==> config.mk <==
export PLATFORM = sky130hd
export DESIGN_NAME = accel_two_point_calibration
export DESIGN_NICKNAME = d
export VERILOG_FILES = /design/src/rtl/atpc_pkg.sv /design/src/rtl/accel_two_point_calibration.sv
export SDC_FILE = /design/constraint.sdc
export NUM_CORES = 2
export LEC_CHECK = 0
export BUFFER_PORTS_ARGS = -buffer_cell sky130_fd_sc_hd__buf_4
export CAP_MARGIN = 20
export CORE_MARGIN = 3
export CORE_UTILIZATION = 50
export DETAILED_ROUTE_END_ITERATION = 16
export GPL_ROUTABILITY_DRIVEN = 1
export GPL_TIMING_DRIVEN = 1
export PLACE_DENSITY = 0.68
export SKIP_LAST_GASP = 1
export SLEW_MARGIN = 5
export SYNTH_ARGS = -nofsm -noshare
export SYNTH_HDL_FRONTEND = slang
export SYNTH_SLANG_ARGS = --single-unit
==> constraint.sdc <==
create_clock -name clk -period 8.9 [get_ports clk]
set_input_delay 1.78 -clock clk [delete_from_list [all_inputs] [get_ports clk]]
set_output_delay 1.78 -clock clk [all_outputs]
set_load 0.02 [all_outputs]
==> src/rtl/atpc_pkg.sv <==
// Shared types and constants for the two-point accelerometer calibration block.
package atpc_pkg;

    localparam int SCALE_FACTOR = 1024;
    localparam int COUNT_WIDTH  = 16;
    localparam int DATA_WIDTH   = 16;
    localparam int SUM_WIDTH    = 32;
    localparam int FS_WIDTH     = 5;
    localparam int NUM_AXES     = 3;
    localparam int NUM_PAIRS    = 2 * NUM_AXES;

    localparam logic [FS_WIDTH-1:0] FS_RESET = 5'd2;

    // Numerators of the positive and (negated) negative targets.
    localparam logic [SUM_WIDTH-1:0] YMAX_NUM = 32'd32767;
    localparam logic [SUM_WIDTH-1:0] YMIN_NUM = 32'd32768;

    localparam logic [1:0] KIND_CLEAR     = 2'd0;
    localparam logic [1:0] KIND_ACCUM     = 2'd1;
    localparam logic [1:0] KIND_CALIBRATE = 2'd2;
    localparam logic [1:0] KIND_CORRECT   = 2'd3;

    localparam logic [1:0] STATUS_OK    = 2'd0;
    localparam logic [1:0] STATUS_EMPTY = 2'd1;
    localparam logic [1:0] STATUS_EQUAL = 2'd2;

    typedef struct packed {
        logic [1:0]                    kind;
        logic [1:0]                    axis_sel;
        logic                          direction_sel;
        logic signed [DATA_WIDTH-1:0]  sample_x;
        logic signed [DATA_WIDTH-1:0]  sample_y;
        logic signed [DATA_WIDTH-1:0]  sample_z;
    } in_item_t;

    typedef struct packed {
        logic signed [DATA_WIDTH-1:0]  corrected_x;
        logic signed [DATA_WIDTH-1:0]  corrected_y;
        logic signed [DATA_WIDTH-1:0]  corrected_z;
        logic                          calibrated;
        logic [1:0]                    status_code;
    } out_item_t;

endpackage

==> src/rtl/accel_two_point_calibration.sv <==
// Two-point accelerometer calibration: accumulators, serial calibrate and sample correction.
// Clear and accumulate update the sums and counts in the dispatch state, then go to the output; correct
// uses one shared 18x18 multiplier once per axis; calibrate runs 14 divisions on a
// shared radix-2 divider, fewer on early failure.
// Throughput: one transaction at a time; the input is ready only while the sequencer idles.
// Reset: asynchronous active-low rst_n clears sums, counts, scale, bias, done flag and sets
// the full-scale register to 2.
module accel_two_point_calibration
    import atpc_pkg::*;
(
    input  logic                 clk,
    input  logic                 rst_n,
    input  logic                 in_valid,
    output logic                 in_ready,
    input  in_item_t             in_data,
    output logic                 out_valid,
    input  logic                 out_ready,
    output out_item_t            out_data,
    input  logic                 cfg_we,
    input  logic [FS_WIDTH-1:0]  cfg_wdata
);

    // Sequencer states
    localparam logic [2:0] S_IDLE = 3'd0;
    localparam logic [2:0] S_DISP = 3'd1;
    localparam logic [2:0] S_DIV  = 3'd2;
    localparam logic [2:0] S_CAL  = 3'd3;
    localparam logic [2:0] S_MUL  = 3'd4;
    localparam logic [2:0] S_COR  = 3'd5;
    localparam logic [2:0] S_OUT  = 3'd6;

    // Calibrate steps; each names the work done once its division (if any) has finished
    localparam logic [2:0] C_YMAX  = 3'd0;
    localparam logic [2:0] C_NMIN  = 3'd1;
    localparam logic [2:0] C_CHECK = 3'd2;
    localparam logic [2:0] C_AVP   = 3'd3;
    localparam logic [2:0] C_AVN   = 3'd4;
    localparam logic [2:0] C_SCALE = 3'd5;
    localparam logic [2:0] C_PROD  = 3'd6;
    localparam logic [2:0] C_BIAS  = 3'd7;

    localparam int DIV_STEPS = SUM_WIDTH;
    localparam int DIV_CW    = $clog2(DIV_STEPS);
    localparam int DEN_W     = DATA_WIDTH + 1;
    localparam int MUL_W     = DATA_WIDTH + 2;
    localparam int PROD_W    = 2 * MUL_W;
    localparam logic [COUNT_WIDTH-1:0] COUNT_MAX = {COUNT_WIDTH{1'b1}};
    localparam logic signed [PROD_W-1:0] Sf_div = PROD_W'(SCALE_FACTOR);
    localparam logic [1:0] LAST_AXIS = 2'(NUM_AXES - 1);

    // Architectural state
    logic signed [SUM_WIDTH-1:0]  sums_reg   [NUM_PAIRS];
    logic signed [SUM_WIDTH-1:0]  sums_next  [NUM_PAIRS];
    logic [COUNT_WIDTH-1:0]       counts_reg [NUM_PAIRS];
    logic [COUNT_WIDTH-1:0]       counts_next[NUM_PAIRS];
    logic signed [DATA_WIDTH-1:0] scale_reg  [NUM_AXES];
    logic signed [DATA_WIDTH-1:0] scale_next [NUM_AXES];
    logic signed [DATA_WIDTH-1:0] bias_reg   [NUM_AXES];
    logic signed [DATA_WIDTH-1:0] bias_next  [NUM_AXES];
    logic                         done_reg, done_next;
    logic [FS_WIDTH-1:0]          fs_reg, fs_next;

    // Sequencer and working registers
    logic [2:0]                   state_reg, state_next;
    logic [2:0]                   step_reg, step_next;
    logic [1:0]                   axis_reg, axis_next;
    in_item_t                     item_reg, item_next;
    logic [DATA_WIDTH-1:0]        ymax_reg, ymax_next;
    logic [DEN_W-1:0]             span_reg, span_next;
    logic signed [DATA_WIDTH-1:0] avp_reg, avp_next;
    logic signed [DATA_WIDTH-1:0] xmax_reg, xmax_next;
    logic [DEN_W-1:0]             dx_reg, dx_next;
    logic signed [PROD_W-1:0]     prod_reg, prod_next;
    logic signed [DATA_WIDTH-1:0] res_reg [NUM_AXES];
    logic signed [DATA_WIDTH-1:0] res_next[NUM_AXES];
    logic [1:0]                   status_reg, status_next;

    // Shared divider
    logic [DEN_W-1:0]             div_rem_reg, div_rem_next;
    logic [SUM_WIDTH-1:0]         div_quo_reg, div_quo_next;
    logic [DEN_W-1:0]             div_den_reg, div_den_next;
    logic [DIV_CW-1:0]            div_cnt_reg, div_cnt_next;
    logic                         div_neg_reg, div_neg_next;

    // Output register
    logic                         out_valid_reg, out_valid_next;
    out_item_t                    out_data_reg, out_data_next;

    // Combinational helpers
    logic [DEN_W:0]               div_shift;
    logic [DATA_WIDTH-1:0]        div_signed;
    logic signed [MUL_W-1:0]      mul_a, mul_b;
    logic signed [PROD_W-1:0]     mul_p;
    logic signed [PROD_W-1:0]     cor_t;
    logic [DEN_W-1:0]             range_w;
    logic                         div_start;
    logic [SUM_WIDTH-1:0]         div_dvd;
    logic [DEN_W-1:0]             div_dsr;
    logic                         div_sgn;
    logic [2:0]                   acc_idx;
    logic signed [DATA_WIDTH-1:0] acc_sample;
    logic signed [DATA_WIDTH-1:0] cor_sample;
    logic signed [DATA_WIDTH-1:0] avn_w;
    logic [COUNT_WIDTH-1:0]       cp_w, cn_w;
    logic signed [SUM_WIDTH-1:0]  sp_w, sn_w;
    logic [PROD_W-1:0]            prod_mag;

    assign in_ready  = (state_reg == S_IDLE);
    assign out_valid = out_valid_reg;
    assign out_data  = out_data_reg;

    // Full scale of zero counts as one
    assign range_w = (fs_reg == '0) ? DEN_W'(1) : DEN_W'(fs_reg);

    // Divider datapath: one quotient bit per cycle
    assign div_shift  = {div_rem_reg, div_quo_reg[SUM_WIDTH-1]};
    assign div_signed = div_neg_reg ? (DATA_WIDTH'(0) - div_quo_reg[DATA_WIDTH-1:0])
                                    : div_quo_reg[DATA_WIDTH-1:0];

    // Shared multiplier: sample times scale when correcting, xmax times span when calibrating
    always_comb
    begin
        case (axis_reg)
            2'd0:    cor_sample = item_reg.sample_x;
            2'd1:    cor_sample = item_reg.sample_y;
            default: cor_sample = item_reg.sample_z;
        endcase
        if (state_reg == S_MUL)
        begin
            mul_a = MUL_W'(cor_sample);
            mul_b = MUL_W'(scale_reg[axis_reg]);
        end
        else
        begin
            mul_a = MUL_W'(xmax_reg);
            mul_b = $signed({1'b0, span_reg});
        end
    end

    assign mul_p    = mul_a * mul_b;
    assign cor_t    = prod_reg / Sf_div;
    assign prod_mag = prod_reg[PROD_W-1] ? (PROD_W'(0) - prod_reg) : prod_reg;

    assign cp_w   = counts_reg[{1'b0, axis_reg}];
    assign cn_w   = counts_reg[3'({1'b0, axis_reg}) + 3'(NUM_AXES)];
    assign sp_w   = sums_reg[{1'b0, axis_reg}];
    assign sn_w   = sums_reg[3'({1'b0, axis_reg}) + 3'(NUM_AXES)];
    assign avn_w  = $signed(div_signed);

    // Accumulate target pair and sample
    always_comb
    begin
        acc_idx = item_reg.direction_sel ? (3'(NUM_AXES) + 3'(item_reg.axis_sel))
                                         : 3'(item_reg.axis_sel);
        case (item_reg.axis_sel)
            2'd0:    acc_sample = item_reg.sample_x;
            2'd1:    acc_sample = item_reg.sample_y;
            default: acc_sample = item_reg.sample_z;
        endcase
    end

    always_comb
    begin
        sums_next      = sums_reg;
        counts_next    = counts_reg;
        scale_next     = scale_reg;
        bias_next      = bias_reg;
        done_next      = done_reg;
        fs_next        = fs_reg;
        state_next     = state_reg;
        step_next      = step_reg;
        axis_next      = axis_reg;
        item_next      = item_reg;
        ymax_next      = ymax_reg;
        span_next      = span_reg;
        avp_next       = avp_reg;
        xmax_next      = xmax_reg;
        dx_next        = dx_reg;
        prod_next      = prod_reg;
        res_next       = res_reg;
        status_next    = status_reg;
        div_rem_next   = div_rem_reg;
        div_quo_next   = div_quo_reg;
        div_den_next   = div_den_reg;
        div_cnt_next   = div_cnt_reg;
        div_neg_next   = div_neg_reg;
        out_valid_next = out_valid_reg;
        out_data_next  = out_data_reg;
        div_start      = 1'b0;
        div_dvd        = '0;
        div_dsr        = '0;
        div_sgn        = 1'b0;

        if (cfg_we)
        begin
            fs_next = cfg_wdata;
        end

        // Drop the held result once taken
        if (out_ready)
        begin
            out_valid_next = 1'b0;
        end

        case (state_reg)
            S_IDLE:
            begin
                if (in_valid)
                begin
                    item_next  = in_data;
                    state_next = S_DISP;
                end
            end

            S_DISP:
            begin
                status_next = STATUS_OK;
                axis_next   = '0;
                for (int i = 0; i < NUM_AXES; i++)
                begin
                    res_next[i] = '0;
                end
                case (item_reg.kind)
                    KIND_CLEAR:
                    begin
                        for (int i = 0; i < NUM_PAIRS; i++)
                        begin
                            sums_next[i]   = '0;
                            counts_next[i] = '0;
                        end
                        state_next = S_OUT;
                    end
                    KIND_ACCUM:
                    begin
                        if ((item_reg.axis_sel != 2'd3) && (counts_reg[acc_idx] != COUNT_MAX))
                        begin
                            sums_next[acc_idx]   = sums_reg[acc_idx] + SUM_WIDTH'(acc_sample);
                            counts_next[acc_idx] = counts_reg[acc_idx] + COUNT_WIDTH'(1);
                        end
                        state_next = S_OUT;
                    end
                    KIND_CALIBRATE:
                    begin
                        div_start = 1'b1;
                        div_dvd   = YMAX_NUM;
                        div_dsr   = range_w;
                        step_next = C_YMAX;
                    end
                    default:
                    begin
                        state_next = S_MUL;
                    end
                endcase
            end

            S_DIV:
            begin
                if (div_shift >= {1'b0, div_den_reg})
                begin
                    div_rem_next = DEN_W'(div_shift - {1'b0, div_den_reg});
                    div_quo_next = {div_quo_reg[SUM_WIDTH-2:0], 1'b1};
                end
                else
                begin
                    div_rem_next = div_shift[DEN_W-1:0];
                    div_quo_next = {div_quo_reg[SUM_WIDTH-2:0], 1'b0};
                end
                div_cnt_next = div_cnt_reg + DIV_CW'(1);
                if (div_cnt_reg == DIV_CW'(DIV_STEPS - 1))
                begin
                    state_next = S_CAL;
                end
            end

            S_CAL:
            begin
                case (step_reg)
                    C_YMAX:
                    begin
                        ymax_next = div_quo_reg[DATA_WIDTH-1:0];
                        div_start = 1'b1;
                        div_dvd   = YMIN_NUM;
                        div_dsr   = range_w;
                        step_next = C_NMIN;
                    end
                    C_NMIN:
                    begin
                        span_next = DEN_W'(ymax_reg) + div_quo_reg[DEN_W-1:0];
                        step_next = C_CHECK;
                    end
                    C_CHECK:
                    begin
                        if ((cp_w == '0) || (cn_w == '0))
                        begin
                            status_next = STATUS_EMPTY;
                            state_next  = S_OUT;
                        end
                        else
                        begin
                            div_start = 1'b1;
                            div_dvd   = sp_w[SUM_WIDTH-1] ? (SUM_WIDTH'(0) - sp_w) : sp_w;
                            div_dsr   = DEN_W'(cp_w);
                            div_sgn   = sp_w[SUM_WIDTH-1];
                            step_next = C_AVP;
                        end
                    end
                    C_AVP:
                    begin
                        avp_next  = $signed(div_signed);
                        div_start = 1'b1;
                        div_dvd   = sn_w[SUM_WIDTH-1] ? (SUM_WIDTH'(0) - sn_w) : sn_w;
                        div_dsr   = DEN_W'(cn_w);
                        div_sgn   = sn_w[SUM_WIDTH-1];
                        step_next = C_AVN;
                    end
                    C_AVN:
                    begin
                        if (avn_w == avp_reg)
                        begin
                            status_next = STATUS_EQUAL;
                            state_next  = S_OUT;
                        end
                        else
                        begin
                            if (avp_reg > avn_w)
                            begin
                                xmax_next = avp_reg;
                                dx_next   = DEN_W'(DEN_W'(avp_reg) - DEN_W'(avn_w));
                            end
                            else
                            begin
                                xmax_next = avn_w;
                                dx_next   = DEN_W'(DEN_W'(avn_w) - DEN_W'(avp_reg));
                            end
                            div_start = 1'b1;
                            div_dvd   = SUM_WIDTH'(SCALE_FACTOR) * SUM_WIDTH'(span_reg);
                            div_dsr   = (avp_reg > avn_w)
                                      ? DEN_W'(DEN_W'(avp_reg) - DEN_W'(avn_w))
                                      : DEN_W'(DEN_W'(avn_w) - DEN_W'(avp_reg));
                            step_next = C_SCALE;
                        end
                    end
                    C_SCALE:
                    begin
                        scale_next[axis_reg] = $signed(div_quo_reg[DATA_WIDTH-1:0]);
                        prod_next            = mul_p;
                        step_next            = C_PROD;
                    end
                    C_PROD:
                    begin
                        div_start = 1'b1;
                        div_dvd   = prod_mag[SUM_WIDTH-1:0];
                        div_dsr   = dx_reg;
                        div_sgn   = prod_reg[PROD_W-1];
                        step_next = C_BIAS;
                    end
                    default:
                    begin
                        bias_next[axis_reg] = $signed(ymax_reg - div_signed);
                        if (axis_reg == LAST_AXIS)
                        begin
                            done_next   = 1'b1;
                            status_next = STATUS_OK;
                            state_next  = S_OUT;
                        end
                        else
                        begin
                            axis_next = axis_reg + 2'd1;
                            step_next = C_CHECK;
                        end
                    end
                endcase
            end

            S_MUL:
            begin
                prod_next  = mul_p;
                state_next = S_COR;
            end

            S_COR:
            begin
                res_next[axis_reg] = $signed(cor_t[DATA_WIDTH-1:0] + bias_reg[axis_reg]);
                if (axis_reg == LAST_AXIS)
                begin
                    state_next = S_OUT;
                end
                else
                begin
                    axis_next  = axis_reg + 2'd1;
                    state_next = S_MUL;
                end
            end

            S_OUT:
            begin
                // Hold until the output register is free
                if (!out_valid_reg || out_ready)
                begin
                    out_valid_next            = 1'b1;
                    out_data_next.corrected_x = res_reg[0];
                    out_data_next.corrected_y = res_reg[1];
                    out_data_next.corrected_z = res_reg[2];
                    out_data_next.calibrated  = done_reg;
                    out_data_next.status_code = status_reg;
                    state_next                = S_IDLE;
                end
            end

            default:
            begin
                state_next = S_IDLE;
            end
        endcase

        // Launch the shared divider
        if (div_start)
        begin
            div_rem_next = '0;
            div_quo_next = div_dvd;
            div_den_next = div_dsr;
            div_cnt_next = '0;
            div_neg_next = div_sgn;
            state_next   = S_DIV;
        end
    end

    always_ff @(posedge clk or negedge rst_n)
    begin
        if (!rst_n)
        begin
            for (int i = 0; i < NUM_PAIRS; i++)
            begin
                sums_reg[i]   <= '0;
                counts_reg[i] <= '0;
            end
            for (int i = 0; i < NUM_AXES; i++)
            begin
                scale_reg[i] <= '0;
                bias_reg[i]  <= '0;
            end
            done_reg      <= 1'b0;
            fs_reg        <= FS_RESET;
            state_reg     <= S_IDLE;
            step_reg      <= C_YMAX;
            axis_reg      <= '0;
            div_cnt_reg   <= '0;
            out_valid_reg <= 1'b0;
        end
        else
        begin
            sums_reg      <= sums_next;
            counts_reg    <= counts_next;
            scale_reg     <= scale_next;
            bias_reg      <= bias_next;
            done_reg      <= done_next;
            fs_reg        <= fs_next;
            state_reg     <= state_next;
            step_reg      <= step_next;
            axis_reg      <= axis_next;
            div_cnt_reg   <= div_cnt_next;
            out_valid_reg <= out_valid_next;
        end
    end

    // Datapath registers
    always_ff @(posedge clk)
    begin
        item_reg     <= item_next;
        ymax_reg     <= ymax_next;
        span_reg     <= span_next;
        avp_reg      <= avp_next;
        xmax_reg     <= xmax_next;
        dx_reg       <= dx_next;
        prod_reg     <= prod_next;
        res_reg      <= res_next;
        status_reg   <= status_next;
        div_rem_reg  <= div_rem_next;
        div_quo_reg  <= div_quo_next;
        div_den_reg  <= div_den_next;
        div_neg_reg  <= div_neg_next;
        out_data_reg <= out_data_next;
    end

endmodule
==> out/qor.yml <==
critical_path:
  criticalPathCategory: "register to register"
  arrival_ns: 8.87
  path_max_fanout: 34
  critPathCaptureType: "register"
  slowest_delay_ns: 0.53
  cpMostUsedCell: "fa_1"
  crit_slowest_cell: "buf_4"
  required_ns: 9.35
  startpoint_type: "register"
global_routing:
  grt_max_degree: 143
  grt_pass1_wl_um: 267000
  grt_usage_pct: 31.0
  antenna_found_initial: 6
  grt.overflow.total: 0
  grt_pass1_vias: 42700
clocking:
  htreeDepth: 3
  post-cts-setup-buffer-count: 0
  cts-root-buf: "clkbuf_16"
  clk_latency_ns: 0.68
  cts_buffers: 85
  cts_max_path_buffers: 3
  clkTransAtPathRegs_ns: 0.06
  clock-sinks: 740
  tritoncts: "built"
flow_run:
  maxCapViolations: 0
place:
  place_ws_ns: 0.277
  dp_hpwl_um: 126000
  routabilityCongestion: 0.989
  portBuffers: 115
finish:
  nets: 5906
  mostFrequentLayoutCells: "inv_1, nor2_1, nand2_1, dfrtp_1, edfxtp_1"
  fillers: 9363
  drive_gt1_share_pct: 12.2
  largest_register_ffs: 192
  final_common_cell: "inv_1"
  area_growth_pct: 9.58
  multi_input_area_mm2: 0.0314
  seq_area_mm2: 0.0200
synthesis:
  yosysSeqAreaShare_pct: 36.8
  syn_area_per_cell_um2: 10.3
  ys_types: 98
  ys_ff_latch: 740
  synth_edf_count: 319
  async_flop_share_pct: 54.6
  ys.flop_type: "dfrtp_1"
  synth_warnings: 0
  syn_inst: 5288
  syn_area_mm2: 0.0544
  syn-num-nets: 5897
timing:
  fin_skew_ns: 0.0259
  slew_headroom_pct: 21.5
  drv_slew: 0
  tns_ns: 0
  final.period_utilization_pct: 94.6
  finalSetupViolations: 0
  worst_slack_ns: 0.477
  min_period_ns: 8.42
  hold_violations: 0
  rsz0062_at_grt: "false"
  tightestPinTransition_ns: 1.18
  fmax_mhz: 119
floorplanning:
  die_h_um: 336
  fp-row-count: 120
  dieArea_mm2: 0.113
  initial_core_util_pct: 50.6
  core_area_mm2: 0.108
  ios: 116
  die_x_um: 336
run_status:
  status: "complete, no violations"
routing:
  drc_errors: 0
  drtIter0Drc: 5342
  ant_nets: 0
  first_pass_iters: 10
  wire_per_inst_um: 25.8
  avgViaCountPerCell: 6.45
  drt_wl_total_um: 175000
  route.vias.total: 43700
hold_path:
  hp-class: "register to register"
-- critical path: cells and delay by family (launching register included) --
kind                       cells  cell delay [ns]
AOI/OAI and AO/OA              9             2.80
adders and majority gates      7             3.32
buffers and inverters          5             0.73
DFF                            1             0.43
muxes                          1             0.41
and+or+nand+nor                3             0.49
-- routing by layer --
metal	global-route usage [%]	up-vias	wire [um]	share of wire [%]
li1	-	18900	-	-
met1	43.0	21600	70900	40
met2	46.4	2607	76200	44
met3	6.89	498	19300	11
met4	14.3	8	8610	4.9
met5	0	-	46	0.026
-- what timing repair did --
action                     in CTS  in global routing
setup endpoints to repair       0                  3
resized for setup               0                  5
hold buffers                    0                  0
-- synthesized netlist by cell type (all sizes together), types with 15 or more instances --
| cell type | n | share of area (%) |
|---|---|---|
| nand2 | 415 | 2.9 |
| or4 | 21 | 0.32 |
| fa | 314 | 12 |
| nand2b | 47 | 0.54 |
| nor4 | 25 | 0.38 |
| ha | 232 | 5.3 |
| mux2 | 123 | 2.5 |
| a221oi | 21 | 0.35 |
| xnor2 | 152 | 2.4 |
| nand4 | 23 | 0.26 |
| nor2 | 434 | 3.0 |
| mux2i | 141 | 2.6 |
| a31oi | 19 | 0.22 |
| o31ai | 31 | 0.43 |
| o2bb2ai | 35 | 0.56 |
| or2 | 17 | 0.20 |
| dfxtp | 17 | 0.63 |
| a222oi | 26 | 0.48 |
| a21o | 67 | 0.92 |
| inv | 480 | 3.3 |
| o22ai | 67 | 0.77 |
| clkbuf | 189 | 1.3 |
| o21ai | 331 | 3.1 |
| nor3 | 71 | 0.68 |
| mux4 | 88 | 3.6 |
| a211oi | 48 | 0.66 |
| and2 | 26 | 0.30 |
| a21oi | 246 | 2.3 |
| dfrtp | 403 | 19 |
| nand3 | 50 | 0.46 |
| xor2 | 86 | 1.4 |
| and3 | 22 | 0.25 |
| o211ai | 15 | 0.22 |
| nor2b | 37 | 0.43 |
| a22oi | 34 | 0.47 |
| o21a | 23 | 0.32 |
| or3 | 70 | 0.80 |
| a22o | 253 | 4.1 |
| edfxtp | 319 | 18 |
| buf | 116 | 1.3 |
-- layout make-up --
class,instances,share of cell area (%)
sequential,740,33.6
timing repair buffer,227,2.95
clock inverter,41,0.684
antenna,2,0.00839
multi-input combinational,3762,52.7
clock buffer,117,4.06
tap,1403,2.94
inverter,481,3.03
-- final timing paths --
path | startpoint | to | slack (ns) | depth (start not counted)
worst max-delay path | axis_reg[1]$_DFFE_PN0P_ | prod_reg[29]$_DFFE_PP_ | 0.48 | 25
worst min-delay path | res_reg[29]$_SDFFCE_PN0P_ | out_data[32]$_DFFE_PP_ | 0.45 | 0
worst max register to register | axis_reg[1]$_DFFE_PN0P_ | prod_reg[29]$_DFFE_PP_ | 0.48 | 25
worst min register to register | res_reg[29]$_SDFFCE_PN0P_ | out_data[32]$_DFFE_PP_ | 0.45 | 0
max in group asynchronous | rst_n | counts_reg[93]$_DFFE_PN0P_ | 5.91 | 3
min in group asynchronous | rst_n | sums_reg[53]$_DFFE_PN0P_ | 1.14 | 1
-- stage by stage --
stage	area, um2	hold WS [ns]	instances	utilization, %
5_1_grt	59600	0.462	6771	55.5
3_5_place_dp	56800	0.427	6612	52.8
2_1_floorplan	54400	0.400	5288	-
6_report	59600	0.452	6773	55.5
4_1_cts	59600	0.452	6770	55.4
3_3_place_gp	56800	0.434	6611	52.8
-- cells by family after synthesis --
family	share of synthesized area, %
simple gates	11.0
fa+ha+maj	16.9
xor+xnor	3.83
mux	8.78
flops	36.8
buf+inv	5.90
compound gates	16.8
Power is not shown: default switching activity piles up to over one toggle a cycle in this logic, so the estimate is an artifact.
